### src/rtl/core/lfsa_pkg.sv
// Shared types and constants for the lowest-free slot allocator.
// No dependencies; imported by the scan unit, the bitmap store and the top level.
package lfsa_pkg;

  localparam int unsigned WordBits  = 32;
  localparam int unsigned WordShift = 5;
  localparam int unsigned CapW      = 9;
  localparam int unsigned CapReset  = 256;

  typedef enum logic {
    OP_ALLOC = 1'b0,
    OP_FREE  = 1'b1
  } op_e;

  typedef enum logic [1:0] {
    ST_OK           = 2'd0,
    ST_FULL         = 2'd1,
    ST_RANGE        = 2'd2,
    ST_ALREADY_FREE = 2'd3
  } status_e;

  typedef enum logic [1:0] {
    S_IDLE,
    S_SCAN,
    S_FREE
  } state_e;

  // Result of one word search.
  typedef struct packed {
    logic                 found;
    logic [WordShift-1:0] bit_pos;
  } hit_t;

endpackage

### src/rtl/core/lowest_free_slot_allocator.sv
// Lowest-free-first slot allocator: sequencer over a word bitmap and a shared scan unit.
// Free reads the slot's word and clears its bit. Allocate reads the hint word and steps word
// by word to find the grant, marks it, then keeps stepping to find the next hint. Out-of-range free
// and allocate with hint at the end answer straight from idle with no bitmap read. One request at a time.
// Reset: all slots free (word valid flops clear at once), hint and count zero, capacity 256.
// Depends on lfsa_pkg, lfsa_ffz, lfsa_bitmap.
module lowest_free_slot_allocator #(
  parameter int unsigned TABLE_SLOTS = 256
) (
  input  logic                     clk_i,
  input  logic                     rst_ni,
  input  logic                     cfg_we_i,
  input  logic [lfsa_pkg::CapW-1:0] cfg_wdata_i,
  input  logic                     in_valid_i,
  output logic                     in_ready_o,
  input  logic                     operation_i,
  input  logic [7:0]               slot_index_i,
  output logic                     out_valid_o,
  input  logic                     out_ready_i,
  output logic [7:0]               granted_slot_o,
  output logic [1:0]               status_o,
  output logic [8:0]               in_use_count_o
);
  import lfsa_pkg::*;

  localparam int unsigned SzRaw  = $clog2(TABLE_SLOTS + 1);
  localparam int unsigned SzW    = (SzRaw > CapW) ? SzRaw : CapW;
  localparam int unsigned CntW   = SzRaw;
  localparam int unsigned Words  = (TABLE_SLOTS + WordBits - 1) / WordBits;
  localparam int unsigned WordAw = (Words > 1) ? $clog2(Words) : 1;

  state_e              state_q, state_d;
  logic                phase_q, phase_d;   // 0: find grant, 1: find next hint
  logic [WordAw-1:0]   word_q, word_d;
  logic [SzW-1:0]      from_q, from_d;
  logic [SzW-1:0]      grant_q, grant_d;
  logic [SzW-1:0]      idx_q, idx_d;
  logic [SzW-1:0]      hint_q, hint_d;
  logic [CntW-1:0]     count_q, count_d;
  logic [CapW-1:0]     cap_q;
  logic                out_valid_q, out_valid_d;
  logic [7:0]          out_slot_q, out_slot_d;
  status_e             out_status_q, out_status_d;
  logic [8:0]          out_count_q, out_count_d;

  logic [SzW-1:0]      size;
  logic [SzW-1:0]      idx_ext;
  logic [SzW-1:0]      base;
  logic [SzW-1:0]      slot;
  logic [SzW:0]        next_base;
  logic                accept;

  logic                rd_en;
  logic [WordAw-1:0]   rd_addr;
  logic [WordBits-1:0] rd_word;
  logic                wr_en;
  logic [WordAw-1:0]   wr_addr;
  logic [WordBits-1:0] wr_word;
  hit_t                hit;

  assign size = (SzW'(cap_q) > SzW'(TABLE_SLOTS)) ? SzW'(TABLE_SLOTS) : SzW'(cap_q);
  assign idx_ext   = SzW'(slot_index_i);
  assign base      = SzW'({word_q, {WordShift{1'b0}}});
  assign slot      = base + SzW'(hit.bit_pos);
  assign next_base = (SzW+1)'(base) + (SzW+1)'(WordBits);

  assign in_ready_o = (state_q == S_IDLE) && (!out_valid_q || out_ready_i);
  assign accept     = in_valid_i && in_ready_o;

  lfsa_bitmap #(
    .Words (Words),
    .WordAw(WordAw)
  ) u_bitmap (
    .clk_i    (clk_i),
    .rst_ni   (rst_ni),
    .rd_en_i  (rd_en),
    .rd_addr_i(rd_addr),
    .rd_word_o(rd_word),
    .wr_en_i  (wr_en),
    .wr_addr_i(wr_addr),
    .wr_word_i(wr_word)
  );

  lfsa_ffz #(
    .SzW(SzW)
  ) u_ffz (
    .word_i(rd_word),
    .base_i(base),
    .from_i(from_q),
    .size_i(size),
    .hit_o (hit)
  );

  always_comb begin
    state_d      = state_q;
    phase_d      = phase_q;
    word_d       = word_q;
    from_d       = from_q;
    grant_d      = grant_q;
    idx_d        = idx_q;
    hint_d       = hint_q;
    count_d      = count_q;
    out_valid_d  = out_valid_q && !out_ready_i;
    out_slot_d   = out_slot_q;
    out_status_d = out_status_q;
    out_count_d  = out_count_q;
    rd_en        = 1'b0;
    rd_addr      = word_q;
    wr_en        = 1'b0;
    wr_addr      = word_q;
    wr_word      = rd_word;

    unique case (state_q)
      S_IDLE: begin
        if (accept) begin
          if (op_e'(operation_i) == OP_ALLOC) begin
            if (hint_q >= size) begin
              out_valid_d  = 1'b1;
              out_slot_d   = '0;
              out_status_d = ST_FULL;
              out_count_d  = 9'(count_q);
            end else begin
              rd_en   = 1'b1;
              rd_addr = hint_q[WordAw+WordShift-1:WordShift];
              word_d  = hint_q[WordAw+WordShift-1:WordShift];
              from_d  = hint_q;
              phase_d = 1'b0;
              state_d = S_SCAN;
            end
          end else begin
            if (idx_ext >= size) begin
              out_valid_d  = 1'b1;
              out_slot_d   = '0;
              out_status_d = ST_RANGE;
              out_count_d  = 9'(count_q);
            end else begin
              rd_en   = 1'b1;
              rd_addr = idx_ext[WordAw+WordShift-1:WordShift];
              word_d  = idx_ext[WordAw+WordShift-1:WordShift];
              idx_d   = idx_ext;
              state_d = S_FREE;
            end
          end
        end
      end

      S_SCAN: begin
        if (hit.found) begin
          if (!phase_q) begin
            // Mark the grant; the window start skips it on the hint pass.
            wr_en   = 1'b1;
            wr_word = rd_word | (WordBits'(1) << hit.bit_pos);
            grant_d = slot;
            count_d = count_q + CntW'(1);
            from_d  = slot + SzW'(1);
            phase_d = 1'b1;
          end else begin
            hint_d       = slot;
            out_valid_d  = 1'b1;
            out_slot_d   = grant_q[7:0];
            out_status_d = ST_OK;
            out_count_d  = 9'(count_q);
            state_d      = S_IDLE;
          end
        end else if (next_base < (SzW+1)'(size)) begin
          // Advance to the next word.
          rd_en   = 1'b1;
          rd_addr = word_q + WordAw'(1);
          word_d  = word_q + WordAw'(1);
          from_d  = next_base[SzW-1:0];
        end else begin
          out_valid_d = 1'b1;
          out_count_d = 9'(count_q);
          state_d     = S_IDLE;
          if (!phase_q) begin
            out_slot_d   = '0;
            out_status_d = ST_FULL;
          end else begin
            hint_d       = size;
            out_slot_d   = grant_q[7:0];
            out_status_d = ST_OK;
          end
        end
      end

      S_FREE: begin
        out_valid_d = 1'b1;
        out_slot_d  = '0;
        state_d     = S_IDLE;
        if (rd_word[idx_q[WordShift-1:0]]) begin
          wr_en        = 1'b1;
          wr_word      = rd_word & ~(WordBits'(1) << idx_q[WordShift-1:0]);
          out_status_d = ST_OK;
          if (count_q != '0) begin
            count_d = count_q - CntW'(1);
          end
        end else begin
          out_status_d = ST_ALREADY_FREE;
        end
        out_count_d = 9'(count_d);
        if (hint_q > idx_q) begin
          hint_d = idx_q;
        end
      end

      default: begin
        state_d = S_IDLE;
      end
    endcase
  end

  always_ff @(posedge clk_i or negedge rst_ni) begin
    if (!rst_ni) begin
      state_q     <= S_IDLE;
      phase_q     <= 1'b0;
      hint_q      <= '0;
      count_q     <= '0;
      cap_q       <= CapW'(CapReset);
      out_valid_q <= 1'b0;
    end else begin
      state_q     <= state_d;
      phase_q     <= phase_d;
      hint_q      <= hint_d;
      count_q     <= count_d;
      out_valid_q <= out_valid_d;
      if (cfg_we_i) begin
        cap_q <= cfg_wdata_i;
      end
    end
  end

  always_ff @(posedge clk_i) begin
    word_q       <= word_d;
    from_q       <= from_d;
    grant_q      <= grant_d;
    idx_q        <= idx_d;
    out_slot_q   <= out_slot_d;
    out_status_q <= out_status_d;
    out_count_q  <= out_count_d;
  end

  assign out_valid_o    = out_valid_q;
  assign granted_slot_o = out_slot_q;
  assign status_o       = out_status_q;
  assign in_use_count_o = out_count_q;

endmodule

### src/rtl/core/lfsa_ffz.sv
// Shared scan unit: lowest free bit of one 32-bit bitmap word inside a window.
// Depends on lfsa_pkg.
module lfsa_ffz #(
  parameter int unsigned SzW = 9
) (
  input  logic [lfsa_pkg::WordBits-1:0] word_i,
  input  logic [SzW-1:0]                base_i,
  input  logic [SzW-1:0]                from_i,
  input  logic [SzW-1:0]                size_i,
  output lfsa_pkg::hit_t                hit_o
);
  import lfsa_pkg::*;

  logic [SzW-1:0]     lo_diff;
  logic [SzW-1:0]     hi_diff;
  logic [WordShift:0] lo;
  logic [WordShift:0] hi;

  // Window [lo, hi) inside the word, clamped to the word width.
  always_comb begin
    lo_diff = from_i - base_i;
    hi_diff = size_i - base_i;
    if (from_i <= base_i) begin
      lo = '0;
    end else if (lo_diff >= SzW'(WordBits)) begin
      lo = (WordShift+1)'(WordBits);
    end else begin
      lo = lo_diff[WordShift:0];
    end
    if (size_i <= base_i) begin
      hi = '0;
    end else if (hi_diff >= SzW'(WordBits)) begin
      hi = (WordShift+1)'(WordBits);
    end else begin
      hi = hi_diff[WordShift:0];
    end
  end

  // Priority pick: scan high to low so the lowest free bit wins.
  always_comb begin
    hit_o = '0;
    for (int b = WordBits - 1; b >= 0; b--) begin
      if ((WordShift+1)'(b) >= lo && (WordShift+1)'(b) < hi && !word_i[b]) begin
        hit_o.found   = 1'b1;
        hit_o.bit_pos = WordShift'(b);
      end
    end
  end

endmodule

### src/rtl/core/lfsa_bitmap.sv
// Used-slot bitmap store: 32-bit words, one write and one registered read per cycle.
// Per-word valid flops make unwritten words read as all free. Depends on lfsa_pkg.
module lfsa_bitmap #(
  parameter int unsigned Words  = 8,
  parameter int unsigned WordAw = 3
) (
  input  logic                          clk_i,
  input  logic                          rst_ni,
  input  logic                          rd_en_i,
  input  logic [WordAw-1:0]             rd_addr_i,
  output logic [lfsa_pkg::WordBits-1:0] rd_word_o,
  input  logic                          wr_en_i,
  input  logic [WordAw-1:0]             wr_addr_i,
  input  logic [lfsa_pkg::WordBits-1:0] wr_word_i
);
  import lfsa_pkg::*;

  logic [WordBits-1:0] mem [Words];
  logic [Words-1:0]    valid_q;
  logic [WordBits-1:0] rdata_q;
  logic                rvld_q;

  always_ff @(posedge clk_i) begin
    if (wr_en_i) begin
      mem[wr_addr_i] <= wr_word_i;
    end
    if (rd_en_i) begin
      rdata_q <= mem[rd_addr_i];
    end
  end

  always_ff @(posedge clk_i or negedge rst_ni) begin
    if (!rst_ni) begin
      valid_q <= '0;
      rvld_q  <= 1'b0;
    end else begin
      if (wr_en_i) begin
        valid_q[wr_addr_i] <= 1'b1;
      end
      if (rd_en_i) begin
        rvld_q <= valid_q[rd_addr_i];
      end
    end
  end

  assign rd_word_o = rvld_q ? rdata_q : '0;

endmodule
### config.mk
export PLATFORM = sky130hd
export DESIGN_NAME = lowest_free_slot_allocator
export DESIGN_NICKNAME = d
export VERILOG_FILES = /design/src/rtl/core/lfsa_pkg.sv /design/src/rtl/core/lowest_free_slot_allocator.sv /design/src/rtl/core/lfsa_ffz.sv /design/src/rtl/core/lfsa_bitmap.sv
export SDC_FILE = /design/constraint.sdc
export NUM_CORES = 1
export LEC_CHECK = 0
export BUFFER_PORTS_ARGS = -buffer_cell sky130_fd_sc_hd__clkbuf_2
export CORE_ASPECT_RATIO = 1.1
export CORE_MARGIN = 10
export CORE_UTILIZATION = 50
export CTS_CLUSTER_SIZE = 30
export DETAILED_ROUTE_END_ITERATION = 10
export PLACE_DENSITY_LB_ADDON = 0.08
export SYNTH_ARGS = -nofsm -noshare
export SYNTH_HDL_FRONTEND = slang
export SYNTH_HIERARCHICAL = 1
export SYNTH_SLANG_ARGS = --single-unit
### constraint.sdc
create_clock -name clk_i -period 19.3 [get_ports clk_i]
set_input_delay 1.93 -clock clk_i [delete_from_list [all_inputs] [get_ports clk_i]]
set_output_delay 1.93 -clock clk_i [all_outputs]
set_load 0.005 [all_outputs]
==> impl_metrics.csv, run 1 <==
group,metric,value,unit
run_status,run_status,"finished, final reports clean",
power,total_leakage_power,7.703,nW
yosys,synth_mux_area_frac,0.1219,
floorplanning,placeableCoreArea,0.03908,mm²
floorplanning,rows,76,
power,clockPowerShare,0.210,
min_path,worstHoldPathType,"flop to flop",
yosys,synth_edf_count,332,
timing,tns,0,ns
critical_path,cpMaxStageDelayCell,"buf_4",
global_routing,number_of_antenna_violations_at_the_first_check_in_global_routing,0,
yosys,synth_compound_area_frac,0.1206,
critical_path,worstPathRequired,19.61,ns
yosys,synthesis.yosys.warnings,6,
critical_path,worstSetupPathType,"flop to flop",
critical_path,timing.critical_path.to_type,"flop",
timing,final_max_slew_viol_count,0,
yosys,synth_top_flop_cell,"edfxtp_1",
placement,gp_congestion,0.9811,
yosys,synth-seq-area-share,0.5597,
critical_path,worst-path-max-fanout,47,
yosys,yosys.area_share.xor_xnor,0.01555,
floorplanning,horizontal_die_dimension,209.3,µm
global_routing,grtUsageTotal,0.2147,
clock_network,post_cts_buffers,0,
floorplanning,fp.dieArea,0.04777,mm²
run,cap_violations,0,
yosys,synth.avg_cell_area,13.23,µm²
power,peakVddDrop,0.09418,mV
yosys,netlist.area_leader.share,0.5058,
floorplanning,die_h,228.2,µm
timing,maxClockFrequency,0.1207,GHz
timing,finalSetupViolations,0,
layout,fin_cells,2067,
layout,post_route_cells_drive_above_1_share,0.1923,
yosys,yosys.area.top_type,"edfxtp_1",
critical_path,timing.critical_path.slowest_cell_delay,0.79,ns
route,vias,13050,
clock_network,quantity_of_hold_fixing_buffers_added_after_cts,0,
timing,worst_pin_slew,1.191,ns
floorplanning,boundaryPins,44,
yosys,synth_top_family_by_area,"multiplexers",
clock_network,cts_tree,"yes",
yosys,yosysUniqueCellTypes,111,
clock_network,tritoncts.num_buffers,40,
yosys,synthArstFlopShare,0.1067,
critical_path,cp-start-kind,"flop",
yosys,syn-cell-area,0.01971,mm²
critical_path,cp_top_family,"simple AND/OR/NAND/NOR gates",
global_routing,grt_max_degree,67,
yosys,leading_cell_types_by_total_area_after_synthesis,"edfxtp_1 51%, mux4_2 7.1%, dfrtp_1 5.0%",
power,combinationalPowerShare,0.476,
yosys,synth.ff_latch_count,375,
clock_network,clockBufferDepth,3,
global_routing,first_pass_grt_wire_length,79680,µm
power,power.switching,1.439,mW
route,total_wirelength_of_the_detailed_routed_design,52620,µm
timing,clock-skew-final,0.01861,ns
power,power.share.sequential,0.314,
clock_network,clkLatencyLatePin,0.57,ns
route,ant_nets,0,
placement,dp.cells,1995,
placement,place.detailed.hpwl,34990,µm
timing,min_period_over_period,0.4292,
route,route.detailed.drc,0,
power,power-per-cell-area,168.3,mW/mm²
clock_network,cts.reportedPaths.clkPinSlew,0.06,ns
route,wl_cell,25.46,µm
layout,synthToLayoutAreaGrowth,10.18,%
global_routing,global_route.overflow_total,0,
clock_network,cts_repair_resized_insts,0,
critical_path,critPathArrivalTime,8.59,ns
layout,n_antenna_cell,0,
route,drtPass1Iterations,6,
route,avgViaCountPerCell,6.314,
timing,rsz0062_at_grt,"false",
power,p_sw_frac,0.3938,
critical_path,crit_path_cell_trace,"inv_1 -> nand2_1 -> inv_1 -> ha_1 -> and3_1 -> nand2_1 -> nor3_1 -> or2_1 -> nor3_1 -> o211a_2 -> or3_4 -> nor2_1 -> nand2_1 -> or2_1 -> a211oi_1 -> o211ai_2 -> a21o_1 -> o211ai_1 -> buf_4 -> buf_4 -> mux4_1 -> mux2_2",
layout,nNetsFinal,1617,
route,drt-initial-drc-count,1392,
timing,relSlewSlack,0.1957,
placement,portBuffers,43,
clock_network,cts-htree-levels,2,
global_routing,first_global_vias,12780,
power,internal_power,2.216,mW
critical_path,critical_path.most_common_cell,"nand2_1",
yosys,adder_cell_area_share_of_the_yosys_netlist,0.04139,
timing,period_needed,8.283,ns
clock_network,cts.sink_count,375,
clock_network,clock_tree.root_cell,"clkbuf_16",
critical_path,worst-path-buf-inv,4,
yosys,synthCells,1490,
timing,report.final.hold_viol_count,0,
yosys,synth_simple_gate_area_frac,0.1076,
floorplanning,start_util,0.5044,
-- power groups by stage --
stage / Combinational, mW / Sequential [mW] / Clock [mW]
global placement: 1.70 / 1.16 / 0
floorplan: 1.29 / 1.13 / 0
global route: 1.87 / 1.16 / 0.817
detailed placement: 1.71 / 1.16 / 0
CTS: 1.72 / 1.15 / 0.786
finish: 1.74 / 1.15 / 0.768
-- routing by layer --
layer  part of all wire  global-route usage  vias to the layer above
met4              0.033             0.07244                        0
met5                  0                   0                        -
met2               0.48              0.3484                      528
li1                   -                   -                     5873
met1               0.43              0.2874                     6538
met3              0.063             0.03512                      113
-- flip-flops by register name (all words and copies together) (netlist names) --
| register | flops |
|---|---|
| u_bitmap/rvld_q | 1 |
| u_bitmap/rdata_q | 32 |
| u_bitmap/mem | 256 |
| u_bitmap/valid_q | 8 |
| state_q | 2 |
| phase_q | 1 |
| grant_q | 8 |
| idx_q | 8 |
| granted_slot_o | 8 |
| word_q | 3 |
| hint_q | 9 |
| in_use_count_o | 9 |
| status_o | 2 |
| from_q | 9 |
| cap_q | 9 |
| out_valid_o | 1 |
| count_q | 9 |
-- layout by cell type (no fill, tap or decap), drive strengths merged, types with 6 or more instances in the layout --
master	count
or3	7
mux2	53
xnor2	16
o41ai	8
a31oi	25
nand4	13
a21o	7
mux2i	14
a211o	7
xor2	19
o211ai	24
clkbuf	90
and3	9
a21oi	96
nand2	93
ha	62
a21boi	7
nor4	7
a2111oi	6
nor3	28
mux4	70
nor2b	17
nand2b	17
o31ai	7
o21a	10
clkinv	18
nand3	35
inv	60
a211oi	21
conb	8
nor2	80
edfxtp	332
and2	51
or2	14
buf	25
dfrtp	39
o21ai	64
-- per-stage QoR --
| step | worst slack (ns) | area, µm² | total power, mW | util | hold slack (ns) |
|---|---|---|---|---|---|
| floorplan | 12.12 | 19740 | 2.420 | - | 0.4389 |
| global placement | 10.77 | 20400 | 2.863 | 0.5221 | 0.4517 |
| detailed placement | 10.74 | 20400 | 2.878 | 0.5221 | 0.4573 |
| CTS | 10.71 | 21710 | 3.657 | 0.5554 | 0.4710 |
| global route | 10.29 | 21720 | 3.850 | 0.5557 | 0.4890 |
| finish | 11.02 | 21720 | 3.655 | 0.5557 | 0.4691 |
-- layout make-up --
class / count / area (µm²)
Clock buffer: 47 / 1027
Clock inverter: 25 / 276.5
Fill cell: 3215 / 17370
Inverter: 58 / 217.7
Multi-Input combinational cell: 987 / 8127
Sequential cell: 375 / 11030
Tap cell: 507 / 634.4
Timing Repair Buffer: 68 / 402.9
-- cell usage after synthesis, types with 8 or more instances --
master / count
a21oi_1: 94
nand3_1: 34
xnor2_1: 16
clkbuf_1: 37
edfxtp_1: 332
mux4_1: 8
mux2_4: 16
or2_2: 12
o21ai_0: 59
buf_2: 23
and2_1: 47
xor2_1: 19
nor2_1: 78
mux4_2: 62
and3_1: 9
inv_1: 56
mux2_2: 35
dfrtp_1: 39
a31oi_1: 24
ha_1: 62
nor2b_1: 17
nand2_1: 91
nand4_1: 13
nand2b_1: 17
mux2i_1: 14
o41ai_1: 8
o21a_1: 10
o211ai_1: 23
nor3_1: 27
a211oi_1: 17
-- cell families (layout without fill, tap and decap cells) --
kind of cell	Yosys count	in the layout
other	1	8
xor gates and xnor gates	35	35
AOI/OAI and AO/OA	344	344
and+or+nand+nor	399	399
DFF	375	375
adders and majority gates	64	64
muxes	137	137
buffers and inverters	135	198
-- final timing paths --
| check | startpoint | endpoint | slack [ns] | cells past startpoint |
|---|---|---|---|---|
| worst max-delay path | cap_q[8] | u_bitmap/rdata_q[7] | 11.02 | 22 |
| worst min register to register | u_bitmap/valid_q[1] | u_bitmap/valid_q[1] | 0.47 | 1 |
| worst min-delay path | u_bitmap/valid_q[1] | u_bitmap/valid_q[1] | 0.47 | 1 |
| worst max register to register | cap_q[8] | u_bitmap/rdata_q[7] | 11.02 | 22 |
| min in group asynchronous | rst_ni | cap_q[0] | 1.44 | 2 |
| max in group asynchronous | rst_ni | u_bitmap/valid_q[2] | 17.43 | 2 |
Power figures use the tool's default switching activity.
==> run 2: changes to the inputs <==
--- a/config.mk
+++ b/config.mk
@@ -5,6 +5,7 @@
 export SDC_FILE = /design/constraint.sdc
 export NUM_CORES = 1
 export LEC_CHECK = 0
+export ABC_AREA = 1
 export BUFFER_PORTS_ARGS = -buffer_cell sky130_fd_sc_hd__clkbuf_2
 export CORE_ASPECT_RATIO = 1.1
 export CORE_MARGIN = 10
==> constraint.sdc (replaced) <==
create_clock -name clk_i -period 6.7 [get_ports clk_i]
set_input_delay 0.67 -clock clk_i [delete_from_list [all_inputs] [get_ports clk_i]]
set_output_delay 0.67 -clock clk_i [all_outputs]
set_load 0.005 [all_outputs]
==> impl_metrics.csv, run 2 <==
group,metric,value,unit
run_status,run_status,"finished, final reports clean",
critical_path,cpMaxStageDelayCell,"dfstp_2",
floorplanning,horizontal_die_dimension,213.9,µm
critical_path,rr_worst_depth,41,
floorplanning,placeableCoreArea,0.04109,mm²
yosys,synth.avg_cell_area,8.914,µm²
layout,fin_cells,2975,
yosys,synth-seq-area-share,0.5334,
global_routing,first_pass_grt_wire_length,94600,µm
clock_network,cts.sink_count,375,
layout,layout.cells.most_common,"nand2_1",
yosys,synthCells,2320,
timing,finalSetupViolations,0,
floorplanning,rows,78,
timing,maxClockFrequency,0.1646,GHz
global_routing,grt_max_degree,97,
global_routing,global_route.overflow_total,0,
timing,finalWorstSetupSlack,0.6230,ns
floorplanning,boundaryPins,44,
critical_path,worst-path-max-fanout,9,
timing,report.final.hold_viol_count,0,
timing,relSlewSlack,0.3827,
clock_network,quantity_of_hold_fixing_buffers_added_after_cts,0,
global_routing,first_global_vias,16280,
critical_path,worstPathRequired,6.95,ns
clock_network,cts_tree,"yes",
yosys,synth_edf_count,332,
power,power-per-cell-area,528.0,mW/mm²
route,drt-initial-drc-count,1644,
layout,most-common-layout-cells,"500 x nand2_1, 332 x edfxtp_1, 325 x nor2_1",
power,p_sw_frac,0.4540,
route,route.detailed.drc,0,
yosys,synthesis.yosys.warnings,6,
timing,min_period_over_period,0.9070,
critical_path,rr_endpoint,"u_bitmap/mem[4][16]",
clock_network,clock_tree.root_cell,"clkbuf_16",
route,drtPass1Iterations,6,
timing,tns,0,ns
layout,n_antenna_cell,0,
clock_network,cts-htree-levels,2,
power,peakVddDrop,0.2803,mV
layout,finalCoreUtilization,0.5637,
route,ant_nets,0,
placement,place.detailed.hpwl,41290,µm
power,internal_power,6.678,mW
power,power.switching,5.552,mW
layout,post_route_cells_drive_above_1_share,0.1106,
critical_path,critical_path.most_common_cell,"nand2_1",
yosys,leading_cell_types_by_total_area_after_synthesis,"edfxtp_1 48%, nand2_1 9.1%, nor2_1 6.0%",
global_routing,number_of_antenna_violations_at_the_first_check_in_global_routing,0,
power,power.share.sequential,0.301,
timing,rsz0062_at_grt,"false",
yosys,netlist_top_cells_count,"503 x nand2_1, 333 x nor2_1, 332 x edfxtp_1",
route,vias,16860,
timing,clock-skew-final,0.02025,ns
critical_path,critPathArrivalTime,6.33,ns
route,wl_cell,20.64,µm
clock_network,clockBufferDepth,3,
yosys,netlist.area_leader.share,0.4821,
clock_network,tritoncts.num_buffers,41,
layout,reg.largest.list,"u_bitmap/mem (256), u_bitmap/rdata_q (32)",
floorplanning,start_util,0.5033,
yosys,most_instantiated_library_cell_after_synthesis,"nand2_1",
route,avgViaCountPerCell,5.667,
placement,dp.cells,2900,
layout,synthToLayoutAreaGrowth,11.99,%
power,combinationalPowerShare,0.520,
yosys,synth_top_flop_cell,"edfxtp_1",
yosys,syn-cell-area,0.02068,mm²
layout,largest_register_ffs,256,
placement,portBuffers,43,
critical_path,critical_path.reg2reg.startpoint,"cap_q[8]",
run,cap_violations,0,
clock_network,cts.reportedPaths.clkPinSlew,0.06,ns
critical_path,cp_startpoint,"cap_q[8]",
yosys,yosysUniqueCellTypes,68,
timing,final_max_slew_viol_count,0,
layout,nNetsFinal,2473,
floorplanning,die_h,233.3,µm
critical_path,timing.critical_path.slowest_cell_delay,0.61,ns
yosys,synth.ff_latch_count,375,
timing,period_needed,6.077,ns
route,total_wirelength_of_the_detailed_routed_design,61420,µm
timing,worst_pin_slew,0.9026,ns
power,clockPowerShare,0.179,
global_routing,grtUsageTotal,0.2417,
min_path,worstHoldPathType,"primary input to asynchronous set/reset pin",
yosys,synthArstFlopShare,0.1067,
layout,top_register,"u_bitmap/mem",
critical_path,ff2ff_setup_slack,0.62,ns
placement,gp_congestion,0.9870,
critical_path,worstSetupPathType,"flop to flop",
floorplanning,fp.dieArea,0.04991,mm²
critical_path,timing.critical_path.to_type,"flop",
critical_path,cp-start-kind,"flop",
placement,placement.setup.worst_slack,0.4299,ns
clock_network,clkLatencyLatePin,0.57,ns
power,total_leakage_power,9.677,nW
yosys,yosys.area.top_type,"edfxtp_1",
==> run 2: worst max-delay path, delay by kind of cell, from the launching register on <==
family          cells  cell delay [ns]
buf+inv             3             0.32
simple gates       31             2.43
xor+xnor            1             0.54
fa+ha+maj           2             0.74
compound gates      4             1.11
flops               1             0.61
==> run 2: stage by stage <==
| stage | hold slack (ns) | instance area [µm²] | power, mW |
|---|---|---|---|
| global placement | 0.4436 | 21760 | 9.860 |
| finish | 0.1882 | 23160 | 12.23 |
| global route | 0.2404 | 23160 | 13.10 |
| CTS | 0.2186 | 23070 | 12.13 |
| detailed placement | 0.4486 | 21760 | 9.914 |
| floorplan | 0.3744 | 20710 | 7.832 |
==> run 2: cell type report <==
| cell class | count | area (µm²) |
|---|---|---|
| repair buffers | 115 | 905.9 |
| fillers | 3691 | 17930 |
| multi-input cells | 1602 | 8262 |
| inverters | 251 | 953.4 |
| clock inverters | 22 | 247.7 |
| flip-flops and latches | 375 | 11030 |
| clock buffers | 50 | 1060 |
| well taps | 560 | 700.7 |
==> run 2: worst max-delay path by stage <==
| stage | end | slack (ns) | cells past startpoint |
|---|---|---|---|
| floorplan | granted_slot_o[0] | 0.05 | 34 |
| global placement | u_bitmap/mem[4][16] | 0.50 | 51 |
| detailed placement | u_bitmap/mem[3][19] | 0.43 | 41 |
| CTS | u_bitmap/mem[7][19] | 0.40 | 41 |
| global route | u_bitmap/mem[3][16] | 0.004 | 41 |
| finish | u_bitmap/mem[4][16] | 0.62 | 41 |
==> run 2: cell families after synthesis <==
kind of cell	share of synthesized area
fa+ha+maj	0.03945
xor+xnor	0.006353
compound gates	0.1324
mux	0.001028
buf+inv	0.07544
simple gates	0.2117
flops	0.5334
other cells	0.0001813
==> run 2: per-layer routing <==
metal / share of wire / GRT usage / up-vias
li1: - / - / 8015
met1: 0.43 / 0.3049 / 8177
met2: 0.49 / 0.4222 / 539
met3: 0.053 / 0.03118 / 129
met4: 0.033 / 0.08194 / 0
met5: 0 / 0 / -
==> run 2: power groups by stage <==
| stage | registers (mW) | clock network, mW | logic [mW] |
|---|---|---|---|
| CTS | 3.68 | 2.23 | 6.22 |
| floorplan | 3.63 | 0 | 4.20 |
| detailed placement | 3.72 | 0 | 6.19 |
| global route | 3.70 | 2.32 | 7.07 |
| finish | 3.68 | 2.19 | 6.36 |
| global placement | 3.72 | 0 | 6.14 |
==> run 2: repair_timing <==
action | CTS | global route
gates resized for setup | 0 | 12
setup buffers | 0 | 3
setup endpoints to repair | 0 | 113
